<file path="src/mbet_pkg.sv">
// Shared types and constants of the Mandelbrot escape-time block.
`timescale 1ns / 1ps

package mbet_pkg;

  localparam int PIXEL_WIDTH     = 12;
  localparam int COUNT_WIDTH     = 16;
  localparam int N_WIDTH         = 20;
  localparam int SPAN_WIDTH      = 13;
  localparam int OFFSET_WIDTH    = 17;
  localparam int STEP_WIDTH      = 32;
  localparam int CFG_INDEX_WIDTH = 3;
  localparam int CFG_DATA_WIDTH  = 32;

  // Multiplier digit taken per cycle.
  localparam int MUL_DIGIT = 16;

  // floor(v / 10) = (v * RECIP_10) >> RECIP_SHIFT for any 32-bit v.
  localparam logic [31:0] RECIP_10    = 32'hCCCC_CCCD;
  localparam int          RECIP_SHIFT = 35;

  // Escape when |z|^2 exceeds this value.
  localparam int ESCAPE_LIMIT = 4;

  localparam logic [CFG_INDEX_WIDTH-1:0] REG_IMAGE_WIDTH     = 3'd0;
  localparam logic [CFG_INDEX_WIDTH-1:0] REG_IMAGE_HEIGHT    = 3'd1;
  localparam logic [CFG_INDEX_WIDTH-1:0] REG_POSITION_OFFSET = 3'd2;
  localparam logic [CFG_INDEX_WIDTH-1:0] REG_PIXEL_STEP      = 3'd3;
  localparam logic [CFG_INDEX_WIDTH-1:0] REG_ITERATION_CAP   = 3'd4;

  localparam logic [SPAN_WIDTH-1:0]          RESET_IMAGE_WIDTH     = 13'd500;
  localparam logic [SPAN_WIDTH-1:0]          RESET_IMAGE_HEIGHT    = 13'd500;
  localparam logic signed [OFFSET_WIDTH-1:0] RESET_POSITION_OFFSET = 17'sd0;
  localparam logic [STEP_WIDTH-1:0]          RESET_PIXEL_STEP      = 32'd2147484;
  localparam logic [COUNT_WIDTH-1:0]         RESET_ITERATION_CAP   = 16'd100;

  typedef struct packed {
    logic [PIXEL_WIDTH-1:0] pixel_column;
    logic [PIXEL_WIDTH-1:0] pixel_row;
  } pixel_t;

  typedef struct packed {
    logic                   escaped;
    logic [COUNT_WIDTH-1:0] iteration_count;
    logic [COUNT_WIDTH-1:0] blue_level;
  } result_t;

endpackage

</file>
<file path="src/mandelbrot_escape_time.sv">
// Top level of the Mandelbrot escape-time evaluator.
// Takes one pixel (column, row), maps it to c in signed Q4.FRAC_BITS, iterates
// z = z^2 + c until |z|^2 > 4 or iteration_cap is reached and returns the
// escaped flag, the count and a blue level. One pixel is worked on at a time;
// pixel_stall stays high until its result is in the output register. The
// products of the mapping, the iteration and the blue level all go through one
// shared multiplier, which works through K = ceil(max(FRAC_BITS + 4, 32) / 16)
// digits of its second operand. A pixel takes two products for the mapping,
// three products and a check per iteration, and, when it escapes, the check
// and two squares that detect it, and one product for the blue level. A
// finished result waits in the output register while the next pixel is taken.
// Registers are written through the cfg port, which is ready whenever rst is
// low; write them only while the block is idle.
`timescale 1ns / 1ps

module mandelbrot_escape_time #(
  parameter int FRAC_BITS   = 28,
  parameter int COORD_WIDTH = 12
) (
  input  logic                                     clk,
  input  logic                                     rst,
  input  logic                                     pixel_valid,
  output logic                                     pixel_stall,
  input  mbet_pkg::pixel_t                         pixel,
  output logic                                     result_valid,
  input  logic                                     result_stall,
  output mbet_pkg::result_t                        result,
  input  logic                                     cfg_valid,
  output logic                                     cfg_ready,
  input  logic [mbet_pkg::CFG_INDEX_WIDTH-1:0]     cfg_index,
  input  logic [mbet_pkg::CFG_DATA_WIDTH-1:0]      cfg_data
);

  localparam int QW     = FRAC_BITS + 4;
  localparam int EW     = FRAC_BITS + 10;
  localparam int MW     = (QW > 32) ? QW : 32;
  localparam int DIG    = mbet_pkg::MUL_DIGIT;
  localparam int MUL_PW = MW + ((MW + DIG - 1) / DIG) * DIG;
  localparam int NW     = mbet_pkg::N_WIDTH;
  localparam int PW     = mbet_pkg::PIXEL_WIDTH;
  localparam int CNTW   = mbet_pkg::COUNT_WIDTH;
  localparam int CU     = (COORD_WIDTH < PW) ? COORD_WIDTH : PW;

  localparam logic [PW-1:0]         COORD_MASK = PW'((64'd1 << CU) - 64'd1);
  localparam logic [MUL_PW-1:0]     SAT_MAG    = MUL_PW'(1) << (FRAC_BITS + 3);
  localparam logic signed [EW-1:0]  SAT_HI     = (EW'(1) <<< (FRAC_BITS + 3)) - EW'(1);
  localparam logic signed [EW-1:0]  SAT_LO     = -(EW'(1) <<< (FRAC_BITS + 3));
  localparam logic signed [EW-1:0]  ESC_LIMIT  = EW'(mbet_pkg::ESCAPE_LIMIT) <<< FRAC_BITS;

  localparam logic [3:0] S_IDLE   = 4'd0;
  localparam logic [3:0] S_MAP_RE = 4'd1;
  localparam logic [3:0] S_MAP_IM = 4'd2;
  localparam logic [3:0] S_CHECK  = 4'd3;
  localparam logic [3:0] S_SQX    = 4'd4;
  localparam logic [3:0] S_SQY    = 4'd5;
  localparam logic [3:0] S_XY     = 4'd6;
  localparam logic [3:0] S_BLUE   = 4'd7;
  localparam logic [3:0] S_DONE   = 4'd8;

  function automatic logic [QW-1:0] abs_q(input logic signed [QW-1:0] v);
    return v[QW-1] ? QW'(-v) : QW'(v);
  endfunction

  function automatic logic [NW-1:0] abs_n(input logic signed [NW-1:0] v);
    return v[NW-1] ? NW'(-v) : NW'(v);
  endfunction

  // Signed value from a magnitude and a sign, clamped to [-8, 8).
  function automatic logic signed [QW-1:0] sat_mag(input logic [MUL_PW-1:0] mag,
                                                  input logic neg);
    if (mag >= SAT_MAG) begin
      return neg ? QW'(SAT_MAG) : QW'(SAT_MAG - MUL_PW'(1));
    end
    return neg ? -QW'(mag) : QW'(mag);
  endfunction

  function automatic logic signed [QW-1:0] sat_ext(input logic signed [EW-1:0] v);
    if (v > SAT_HI) begin
      return QW'(SAT_HI);
    end else if (v < SAT_LO) begin
      return QW'(SAT_LO);
    end
    return QW'(v);
  endfunction

  // Configuration registers
  logic [mbet_pkg::SPAN_WIDTH-1:0]          image_width;
  logic [mbet_pkg::SPAN_WIDTH-1:0]          image_height;
  logic signed [mbet_pkg::OFFSET_WIDTH-1:0] position_offset;
  logic [mbet_pkg::STEP_WIDTH-1:0]          pixel_step;
  logic [CNTW-1:0]                          iteration_cap;

  // Sequencer and datapath registers
  logic [3:0]              state;
  logic                    issued;
  logic [CNTW-1:0]         count;
  logic signed [NW-1:0]    n_re;
  logic signed [NW-1:0]    n_im;
  logic signed [QW-1:0]    c_re;
  logic signed [QW-1:0]    c_im;
  logic signed [QW-1:0]    x;
  logic signed [QW-1:0]    y;
  logic signed [EW-1:0]    xx;
  logic signed [EW-1:0]    yy;
  logic [CNTW-1:0]         blue;

  logic                    mul_start;
  logic [MW-1:0]           mul_a;
  logic [MW-1:0]           mul_b;
  logic                    mul_done;
  logic [MUL_PW-1:0]       mul_product;

  logic                    accept;
  logic                    out_free;
  logic [PW-1:0]           col_m;
  logic [PW-1:0]           row_m;
  logic signed [NW-1:0]    n_re_next;
  logic signed [NW-1:0]    n_im_next;
  logic signed [EW-1:0]    prod_q;
  logic signed [EW-1:0]    xy;
  logic signed [QW-1:0]    x_next;
  logic signed [QW-1:0]    y_next;
  logic                    escape;
  logic [CNTW-1:0]         blue_diff;
  logic [31:0]             blue_scaled;

  assign cfg_ready   = !rst;
  assign pixel_stall = rst || (state != S_IDLE);
  assign accept      = pixel_valid && !pixel_stall;
  assign out_free    = !result_valid || !result_stall;

  assign col_m     = pixel.pixel_column & COORD_MASK;
  assign row_m     = pixel.pixel_row & COORD_MASK;
  assign n_re_next = (NW'(col_m) << 1) - NW'(image_width) + (NW'(position_offset) << 1);
  assign n_im_next = (NW'(row_m) << 1) - NW'(image_height) + (NW'(position_offset) << 1);

  // Product magnitude scaled back to Q10.FRAC_BITS, truncated toward zero.
  assign prod_q = EW'(mul_product >> FRAC_BITS);
  assign xy     = (x[QW-1] ^ y[QW-1]) ? -prod_q : prod_q;
  assign x_next = sat_ext(xx - yy + EW'(c_re));
  assign y_next = sat_ext((xy <<< 1) + EW'(c_im));
  assign escape = (xx + prod_q) > ESC_LIMIT;

  // (cap - count) * 65535 as a shift and subtract
  assign blue_diff   = iteration_cap - count;
  assign blue_scaled = {blue_diff, 16'b0} - {16'b0, blue_diff};

  always_comb begin
    mul_start = 1'b0;
    mul_a     = '0;
    mul_b     = '0;
    unique case (state)
      S_MAP_RE: begin
        mul_start = !issued;
        mul_a     = MW'(abs_n(n_re));
        mul_b     = MW'(pixel_step);
      end
      S_MAP_IM: begin
        mul_start = !issued;
        mul_a     = MW'(abs_n(n_im));
        mul_b     = MW'(pixel_step);
      end
      S_SQX: begin
        mul_start = !issued;
        mul_a     = MW'(abs_q(x));
        mul_b     = MW'(abs_q(x));
      end
      S_SQY: begin
        mul_start = !issued;
        mul_a     = MW'(abs_q(y));
        mul_b     = MW'(abs_q(y));
      end
      S_XY: begin
        mul_start = !issued;
        mul_a     = MW'(abs_q(x));
        mul_b     = MW'(abs_q(y));
      end
      S_BLUE: begin
        mul_start = !issued;
        mul_a     = MW'(blue_scaled);
        mul_b     = MW'(mbet_pkg::RECIP_10);
      end
      default: begin
        mul_start = 1'b0;
      end
    endcase
  end

  mbet_mul #(
    .A_WIDTH (MW),
    .B_WIDTH (MW)
  ) u_mul (
    .clk     (clk),
    .rst     (rst),
    .start   (mul_start),
    .a       (mul_a),
    .b       (mul_b),
    .done    (mul_done),
    .product (mul_product)
  );

  always_ff @(posedge clk) begin
    if (rst) begin
      image_width     <= mbet_pkg::RESET_IMAGE_WIDTH;
      image_height    <= mbet_pkg::RESET_IMAGE_HEIGHT;
      position_offset <= mbet_pkg::RESET_POSITION_OFFSET;
      pixel_step      <= mbet_pkg::RESET_PIXEL_STEP;
      iteration_cap   <= mbet_pkg::RESET_ITERATION_CAP;
    end else if (cfg_valid && cfg_ready) begin
      unique case (cfg_index)
        mbet_pkg::REG_IMAGE_WIDTH:     image_width     <= cfg_data[mbet_pkg::SPAN_WIDTH-1:0];
        mbet_pkg::REG_IMAGE_HEIGHT:    image_height    <= cfg_data[mbet_pkg::SPAN_WIDTH-1:0];
        mbet_pkg::REG_POSITION_OFFSET: begin
          position_offset <= $signed(cfg_data[mbet_pkg::OFFSET_WIDTH-1:0]);
        end
        mbet_pkg::REG_PIXEL_STEP:      pixel_step      <= cfg_data[mbet_pkg::STEP_WIDTH-1:0];
        mbet_pkg::REG_ITERATION_CAP:   iteration_cap   <= cfg_data[CNTW-1:0];
        default: begin
          // drop writes beyond the register list
        end
      endcase
    end
  end

  always_ff @(posedge clk) begin
    if (rst) begin
      state        <= S_IDLE;
      issued       <= 1'b0;
      result_valid <= 1'b0;
    end else begin
      // drop the output valid after its transfer unless a new result lands
      if (result_valid && !result_stall && state != S_DONE) begin
        result_valid <= 1'b0;
      end
      if (mul_start) begin
        issued <= 1'b1;
      end
      unique case (state)
        S_IDLE: begin
          if (accept) begin
            n_re  <= n_re_next;
            n_im  <= n_im_next;
            state <= S_MAP_RE;
          end
        end
        S_MAP_RE: begin
          if (mul_done) begin
            c_re   <= sat_mag(MUL_PW'(mul_product >> 1), n_re[NW-1]);
            issued <= 1'b0;
            state  <= S_MAP_IM;
          end
        end
        S_MAP_IM: begin
          if (mul_done) begin
            c_im   <= sat_mag(MUL_PW'(mul_product >> 1), n_im[NW-1]);
            x      <= '0;
            y      <= '0;
            count  <= '0;
            issued <= 1'b0;
            state  <= S_CHECK;
          end
        end
        S_CHECK: begin
          state <= (count < iteration_cap) ? S_SQX : S_BLUE;
        end
        S_SQX: begin
          if (mul_done) begin
            xx     <= prod_q;
            issued <= 1'b0;
            state  <= S_SQY;
          end
        end
        S_SQY: begin
          if (mul_done) begin
            yy     <= prod_q;
            issued <= 1'b0;
            state  <= escape ? S_BLUE : S_XY;
          end
        end
        S_XY: begin
          if (mul_done) begin
            x      <= x_next;
            y      <= y_next;
            count  <= count + CNTW'(1);
            issued <= 1'b0;
            state  <= S_CHECK;
          end
        end
        S_BLUE: begin
          if (mul_done) begin
            blue   <= CNTW'(mul_product >> mbet_pkg::RECIP_SHIFT);
            issued <= 1'b0;
            state  <= S_DONE;
          end
        end
        S_DONE: begin
          // hold until the output register is free
          if (out_free) begin
            result.escaped         <= (count < iteration_cap);
            result.iteration_count <= count;
            result.blue_level      <= blue;
            result_valid           <= 1'b1;
            state                  <= S_IDLE;
          end
        end
        default: begin
          state  <= S_IDLE;
          issued <= 1'b0;
        end
      endcase
    end
  end

endmodule

</file>
<file path="src/mbet_mul.sv">
// Multi-cycle unsigned multiplier, one digit of the second operand per cycle.
`timescale 1ns / 1ps

module mbet_mul #(
  parameter int A_WIDTH = 32,
  parameter int B_WIDTH = 32
) (
  input  logic                 clk,
  input  logic                 rst,
  input  logic                 start,
  input  logic [A_WIDTH-1:0]   a,
  input  logic [B_WIDTH-1:0]   b,
  output logic                 done,
  output logic [A_WIDTH + ((B_WIDTH + mbet_pkg::MUL_DIGIT - 1) / mbet_pkg::MUL_DIGIT)
               * mbet_pkg::MUL_DIGIT - 1:0] product
);

  localparam int DIG    = mbet_pkg::MUL_DIGIT;
  localparam int DIGITS = (B_WIDTH + DIG - 1) / DIG;
  localparam int BP     = DIGITS * DIG;
  localparam int PW     = A_WIDTH + BP;
  localparam int CW     = $clog2(DIGITS + 1);

  logic [A_WIDTH-1:0]     a_reg;
  logic [BP-1:0]          b_reg;
  logic [PW-1:0]          acc;
  logic [CW-1:0]          cnt;
  logic                   busy;
  logic [A_WIDTH+DIG-1:0] partial;

  assign partial = a_reg * b_reg[BP-1 -: DIG];
  assign product = acc;

  always_ff @(posedge clk) begin
    if (rst) begin
      busy <= 1'b0;
      done <= 1'b0;
      cnt  <= '0;
    end else begin
      done <= busy && (cnt == CW'(1));
      if (start) begin
        busy <= 1'b1;
        cnt  <= CW'(DIGITS);
      end else if (busy) begin
        cnt <= cnt - CW'(1);
        if (cnt == CW'(1)) begin
          busy <= 1'b0;
        end
      end
    end
  end

  // Horner form: most significant digit first, shift the sum left each step.
  always_ff @(posedge clk) begin
    if (start) begin
      a_reg <= a;
      b_reg <= BP'(b);
      acc   <= '0;
    end else if (busy) begin
      acc   <= (acc << DIG) + PW'(partial);
      b_reg <= b_reg << DIG;
    end
  end

endmodule

</file>
<file path="config.mk">
export PLATFORM = sky130hd
export DESIGN_NAME = mandelbrot_escape_time
export DESIGN_NICKNAME = d
export VERILOG_FILES = /design/src/mbet_pkg.sv /design/src/mandelbrot_escape_time.sv /design/src/mbet_mul.sv
export SDC_FILE = /design/constraint.sdc
export NUM_CORES = 2
export LEC_CHECK = 0
export BUFFER_PORTS_ARGS = -buffer_cell sky130_fd_sc_hd__buf_2
export CAP_MARGIN = 20
export CORE_MARGIN = 2
export CORE_UTILIZATION = 35
export CTS_CLUSTER_DIAMETER = 80
export DETAILED_ROUTE_END_ITERATION = 8
export PLACE_DENSITY = 0.52
export SYNTH_ARGS = -nofsm -noshare
export SYNTH_HDL_FRONTEND = slang
export SYNTH_SLANG_ARGS = --single-unit
</file>
<file path="constraint.sdc">
create_clock -name clk -period 22.3 [get_ports clk]
set_input_delay 2.23 -clock clk [delete_from_list [all_inputs] [get_ports clk]]
set_output_delay 2.23 -clock clk [all_outputs]
set_load 0.01 [all_outputs]
</file>
## Yosys cells after proc, flatten, opt, wreduce, memory -nomap -nowiden

Index checks and enable logic that the tools add are counted.

- Bits in registers: 534
- Input bits: 64
- Output and inout port bits: 36

- $add $sub $neg: 19
- Multiply operators: 1
- $lt $le $gt $ge: 7
- Eq/ne operators: 23
- Muxes and demuxes: 63
- Bitwise gates (word level): 2
- Reductions and logical operators: 38

Operators by type and width:

| kind | count |
|---|---|
| 32-bit two-way mux | 21 |
| 32-bit one-hot mux with 5 select lines | 1 |
| 32-bit one-hot mux with 2 select lines | 2 |
| 32-bit one-hot mux with 4 select lines | 1 |
| 32-bit negator | 3 |
| 38-bit by 32-bit > comparator with 1-bit output (second input constant) | 2 |
| 38-bit by 32-bit less-than comparator with 1-bit output (second input constant) | 2 |
| 64-bit by 48-bit adder with 64-bit output | 1 |
| 63-bit by 32-bit greater-or-equal comparator with 1-bit output (second input constant) | 1 |
| 32-bit by 16-bit multiplier with 48-bit output | 1 |
| 20-bit two-way mux | 2 |
| 20-bit negator | 2 |
| 14-bit by 18-bit adder with 19-bit output | 2 |
| 37-bit by 32-bit adder with 38-bit output | 1 |
| 38-bit by 32-bit adder with 38-bit output | 1 |
| 36-bit by 36-bit adder with 37-bit output | 1 |
| 37-bit by 31-bit > comparator with 1-bit output (second input constant) | 1 |
| 37-bit two-way mux | 1 |
| 36-bit negator with 37-bit output | 1 |
| 36-bit by 36-bit subtractor with 37-bit output | 1 |
| 16-bit two-way mux | 2 |
| 16-bit one-hot mux with 2 select lines | 1 |
| 4-bit one-hot mux with 8 select lines | 1 |
| 32-bit by 16-bit subtractor with 32-bit output | 1 |
| 36 further kinds | 100 |

## Logic depth before layout (Yosys ltp)

- Word-level depth: 9
- Gate-level depth with buffers: 29

## Hierarchy

Synthesis repeated with hierarchy kept, for this count alone.

- Cell total of the unflattened synthesis: 6,055
- Area, all modules: 53,072.2 µm²

Modules (own cells, without submodules):

| module | instances | cells each | area an instance (µm²) |
|---|---|---|---|
| mandelbrot_escape_time | 1 | 3,550 | 30,415.4 |
| mbet_mul | 1 | 2,505 | 22,656.7 |

## Worst setup path after synthesis

OpenSTA, ideal clock, no wires.

- Path kind: input port to flip-flop
- From: input rst
- To: register count[0], enable pin
- Setup time: 0.743 ns
- Arrival time: 10.856 ns
- Data required time: 21.557 ns
- Setup slack: 10.701 ns
- Stages: 3
- Path through: clkbuf_1 > clkbuf_1 > nor4b_1

- Longest elaborated chain between the ends: 2

RTL lines:

| item | line | text |
|---|---|---|
| start, declared | mandelbrot_escape_time.sv:21 | `input logic rst,` |
| 1-bit NOT (no line) | n/a |  |
| 4-bit AND reduction (no line) | n/a |  |
| end signal, assigned | mandelbrot_escape_time.sv:284 | `count <= count + CNTW'(1);` |
| end, declared | mandelbrot_escape_time.sv:96 | `logic [CNTW-1:0] count;` |

Every way passes these cells.
A chain may end at the register's enable or synchronous reset.

## Worst setup path after layout

- From: register u_mul.a_reg[10]
- To: register u_mul.acc[58] (netlist: u_mul.product[58])

- Longest elaborated chain between the ends: 2

RTL lines:

| item | line | text |
|---|---|---|
| start, declared | mbet_mul.sv:24 | `logic [A_WIDTH-1:0] a_reg;` |
| start signal, assigned | mbet_mul.sv:56 | `a_reg <= a;` |
| 32-bit by 16-bit multiplier with 48-bit output | mbet_mul.sv:31 | `assign partial = a_reg * b_reg[BP-1 -: DIG];` |
| 64-bit by 48-bit adder with 64-bit output | mbet_mul.sv:60 | `acc <= (acc << DIG) + PW'(partial);` |
| end signal, assigned | mbet_mul.sv:60 |  |
| end, declared | mbet_mul.sv:26 | `logic [PW-1:0] acc;` |

Every way passes these cells.

==> results.md <==
- Outcome: completed
- H-tree depth: 3
- Critical path's top delay family: adder cells
- Layout cells sized above 1: 5.88%
- Root Driver: clkbuf_16
- Slew headroom: 24.0%
- CTS sink cnt: 532
- Postcts setup bufs: 0
- Count of final hold-check violations: 0
- Yosys top cell by area: edfxtp_1
- Post-DP HPWL: 136,000 µm
- Die area: 153,000 µm²
- Post-synth top area share: 21.0%
- Final WL: 176,000 µm
- Nets: 6,835
- Largest net degree at the start of global routing: 81
- Worst Path Max Fanout: 16
- Worst path bufs/invs: 3
- Total CTS buffers: 68
- Setup WS pre-CTS: 14.44 ns
- Count of unique library cells instantiated by Yosys: 91
- Area of the multi-input gates: 34,500 µm²
- Die width: 392 µm
- Fill count: 15,100
- Routability cong.: 0.935
- FF+latch area: 14,300 µm²
- CP max stage delay: 0.82 ns
- Post-route ant nets: 0
- Sequential area share after synthesis: 27.2%
- Clock transition at the registers of the reported paths: 0.06 ns
- RSZ-0062 raised after global routing: false
- Yosys warns: 0
- 1st-pass router iterations: 6
- Final setup vio count: 0
- Die height: 392 µm
- Vias/cell: 5.37
- Setup WS post-layout: 14.41 ns
- DR DRC count: 0
- Vias: 43,100
- Slowest stage cell, crit path: edfxtp_1
- Ys flop type: edfxtp_1
- Worst clock skew: 0.0486 ns
- CTS Hold Bufs: 0
- Syn avg cell area: 8.83 µm²
- Share of flip-flops with an asynchronous set or reset: 0%
- DR iter-0 viols: 3,510
- Minimum clock period: 7.89 ns
- I/O pin cnt: 100
- Fin Hold WS: 0.418 ns
- Crit. End Element: flop
- Max cap viols: 0
- Top cells by area, synth: edfxtp_1 (21%), fa_1 (17%), ha_1 (8.8%), dfxtp_1 (6.3%), nand2_1 (5.7%)
- Cell Chain, Critical Path: nand2_1, fa_1, inv_1, fa_1, fa_1, fa_1, inv_1, fa_1, inv_1, fa_1, ha_1, nand2_1, nor2_1, nand2_1, o41ai_2, o2111ai_1, a21oi_1, a41oi_1, o21a_1, nor4_1, xnor2_1, a21oi_1
- Clock Path Buffers: 3
- Port bufs: 99
- Setup TNS: 0 ns
- Worst-Margin Slew: 1.13 ns
- Pins Over Slew Limit: 0
- Core footprint: 149,000 µm²
- Area Overhead vs Synth: 9.76%
- WL per Instance: 22.0 µm
- Number of synthesized flops with an enable pin: 367
- Critical path's most frequent cell: fa_1
- Grt total ovfl: 0
- Mapped Area: 52,600 µm²
- Critical Path RT: 22.82 ns
- All-Layer GR Usage: 23.0%
- Clk Latency, worst-skew pair: 0.70 ns
- Initial antenna violation count: 15
- Gates resized, CTS repair: 0
- First-pass GRT wire length: 269,000 µm
- Synth Net Count: 6,844
- Post-synthesis instance total: 5,953
- Flops & latches, synth: 532
- FP Rows: 142
- Layout Utilization: 38.6%
- Hold Path Class: flop to flop
- Initial core utilization: 35.2%
- Vias in the first global route: 43,100
- Critical path launch point type: flop
- Setup CP Type: flop to flop
- TritonCTS clock tree: yes
- Period utilisation layout: 35.4%
- Max reg flops: 64
- Fmax: 127 MHz
- Worst Path Arrival: 8.42 ns
worst reg2reg max path: cells and delay by family, from the launching register on:
family                   cells  cell delay [ns]
adder cells (fa/ha/maj)      7             3.41
AND/OR/NAND/NOR              5             0.99
buffers and inverters        3             0.19
XOR/XNOR                     1             0.17
flip-flops                   1             0.82
AO/OA/AOI/OAI                6             2.17
worst paths after layout:
path	start	endpoint	slack, ns	depth (start not counted)
setup / recovery	u_mul.a_reg[10]	u_mul.product[58]	14.41	22
hold / removal	blue[6]	result[6]	0.42	0
setup reg to reg	u_mul.a_reg[10]	u_mul.product[58]	14.41	22
hold reg to reg	blue[6]	result[6]	0.42	0
layout by cell type (no fill, tap or decap), drive strengths merged, types with 45 or more instances in the layout:
master / count
nand2: 800
ha: 368
inv: 771
xnor2: 211
nand2b: 49
o21ai: 272
fa: 459
a211oi: 45
buf: 182
a21oi: 429
o21a: 49
dfxtp: 165
clkbuf: 84
xor2: 151
a21o: 105
nand3: 104
nor2b: 49
edfxtp: 367
and2: 193
nor3: 84
nor2: 363
per-layer routing:
metal	wire length [µm]	vias to the layer above	global-route usage [%]
li1	-	20100	-
met1	78500	21400	31.3
met2	81800	1227	37.7
met3	9510	268	2.92
met4	6430	8	8.13
met5	55	-	0
through the flow:
step | instances | instance area, µm²
after floorplan | 5953 | 52600
after global placement | 7878 | 55200
after detailed placement | 7884 | 55300
after CTS | 8010 | 57600
after global routing | 8016 | 57700
final | 8021 | 57700
Yosys cell counts, types with 13 or more instances:
cell type  instances
a221oi_1          13
xor2_1           151
and2_1           192
nand3_1          103
and3_1            33
dfxtp_1          165
a21oi_1          429
a31oi_1           42
xnor2_1          211
o211ai_1          27
nand2_1          799
o21a_1            49
nand2b_1          49
a211o_1           17
or3_1             38
nand4_1           41
inv_1            765
or4_1             21
nor4_1            29
a21boi_0          16
fa_1             459
edfxtp_1         367
ha_1             368
clkbuf_1         249
nand3b_1          19
nor2b_1           49
a221o_1           23
o41ai_1           27
o22ai_1           28
o21bai_1          43
mux2i_1           43
a211oi_1          44
nor3_1            78
o221ai_1          21
a21o_1           105
nor2_1           362
o31ai_1           40
o21ai_0          262
area by class of cell:
| type | instances | share of cell area [%] |
|---|---|---|
| diodes | 5 | 0.0217 |
| well taps | 2016 | 4.37 |
| flip-flops and latches | 532 | 24.8 |
| repair buffers | 183 | 2.03 |
| clock buffers | 83 | 3.10 |
| inverters | 767 | 4.99 |
| clock inverters | 43 | 0.948 |
| multi-input cells | 4392 | 59.7 |
cells by family (layout without fill, tap and decap cells):
kind of cell	Yosys count	after routing	synth area share [%]
DFF	532	532	27.2
muxes	46	46	0.883
other	0	5	0
and+or+nand+nor	1869	1869	16.7
buffers and inverters	1029	1076	7.38
xor gates and xnor gates	362	362	6.03
adders and majority gates	827	827	26.2
AOI/OAI and AO/OA	1288	1288	15.6
Power is left out: the tool's default activity adds up to more than one toggle a clock period on the data nets, which glitch-free logic cannot reach.
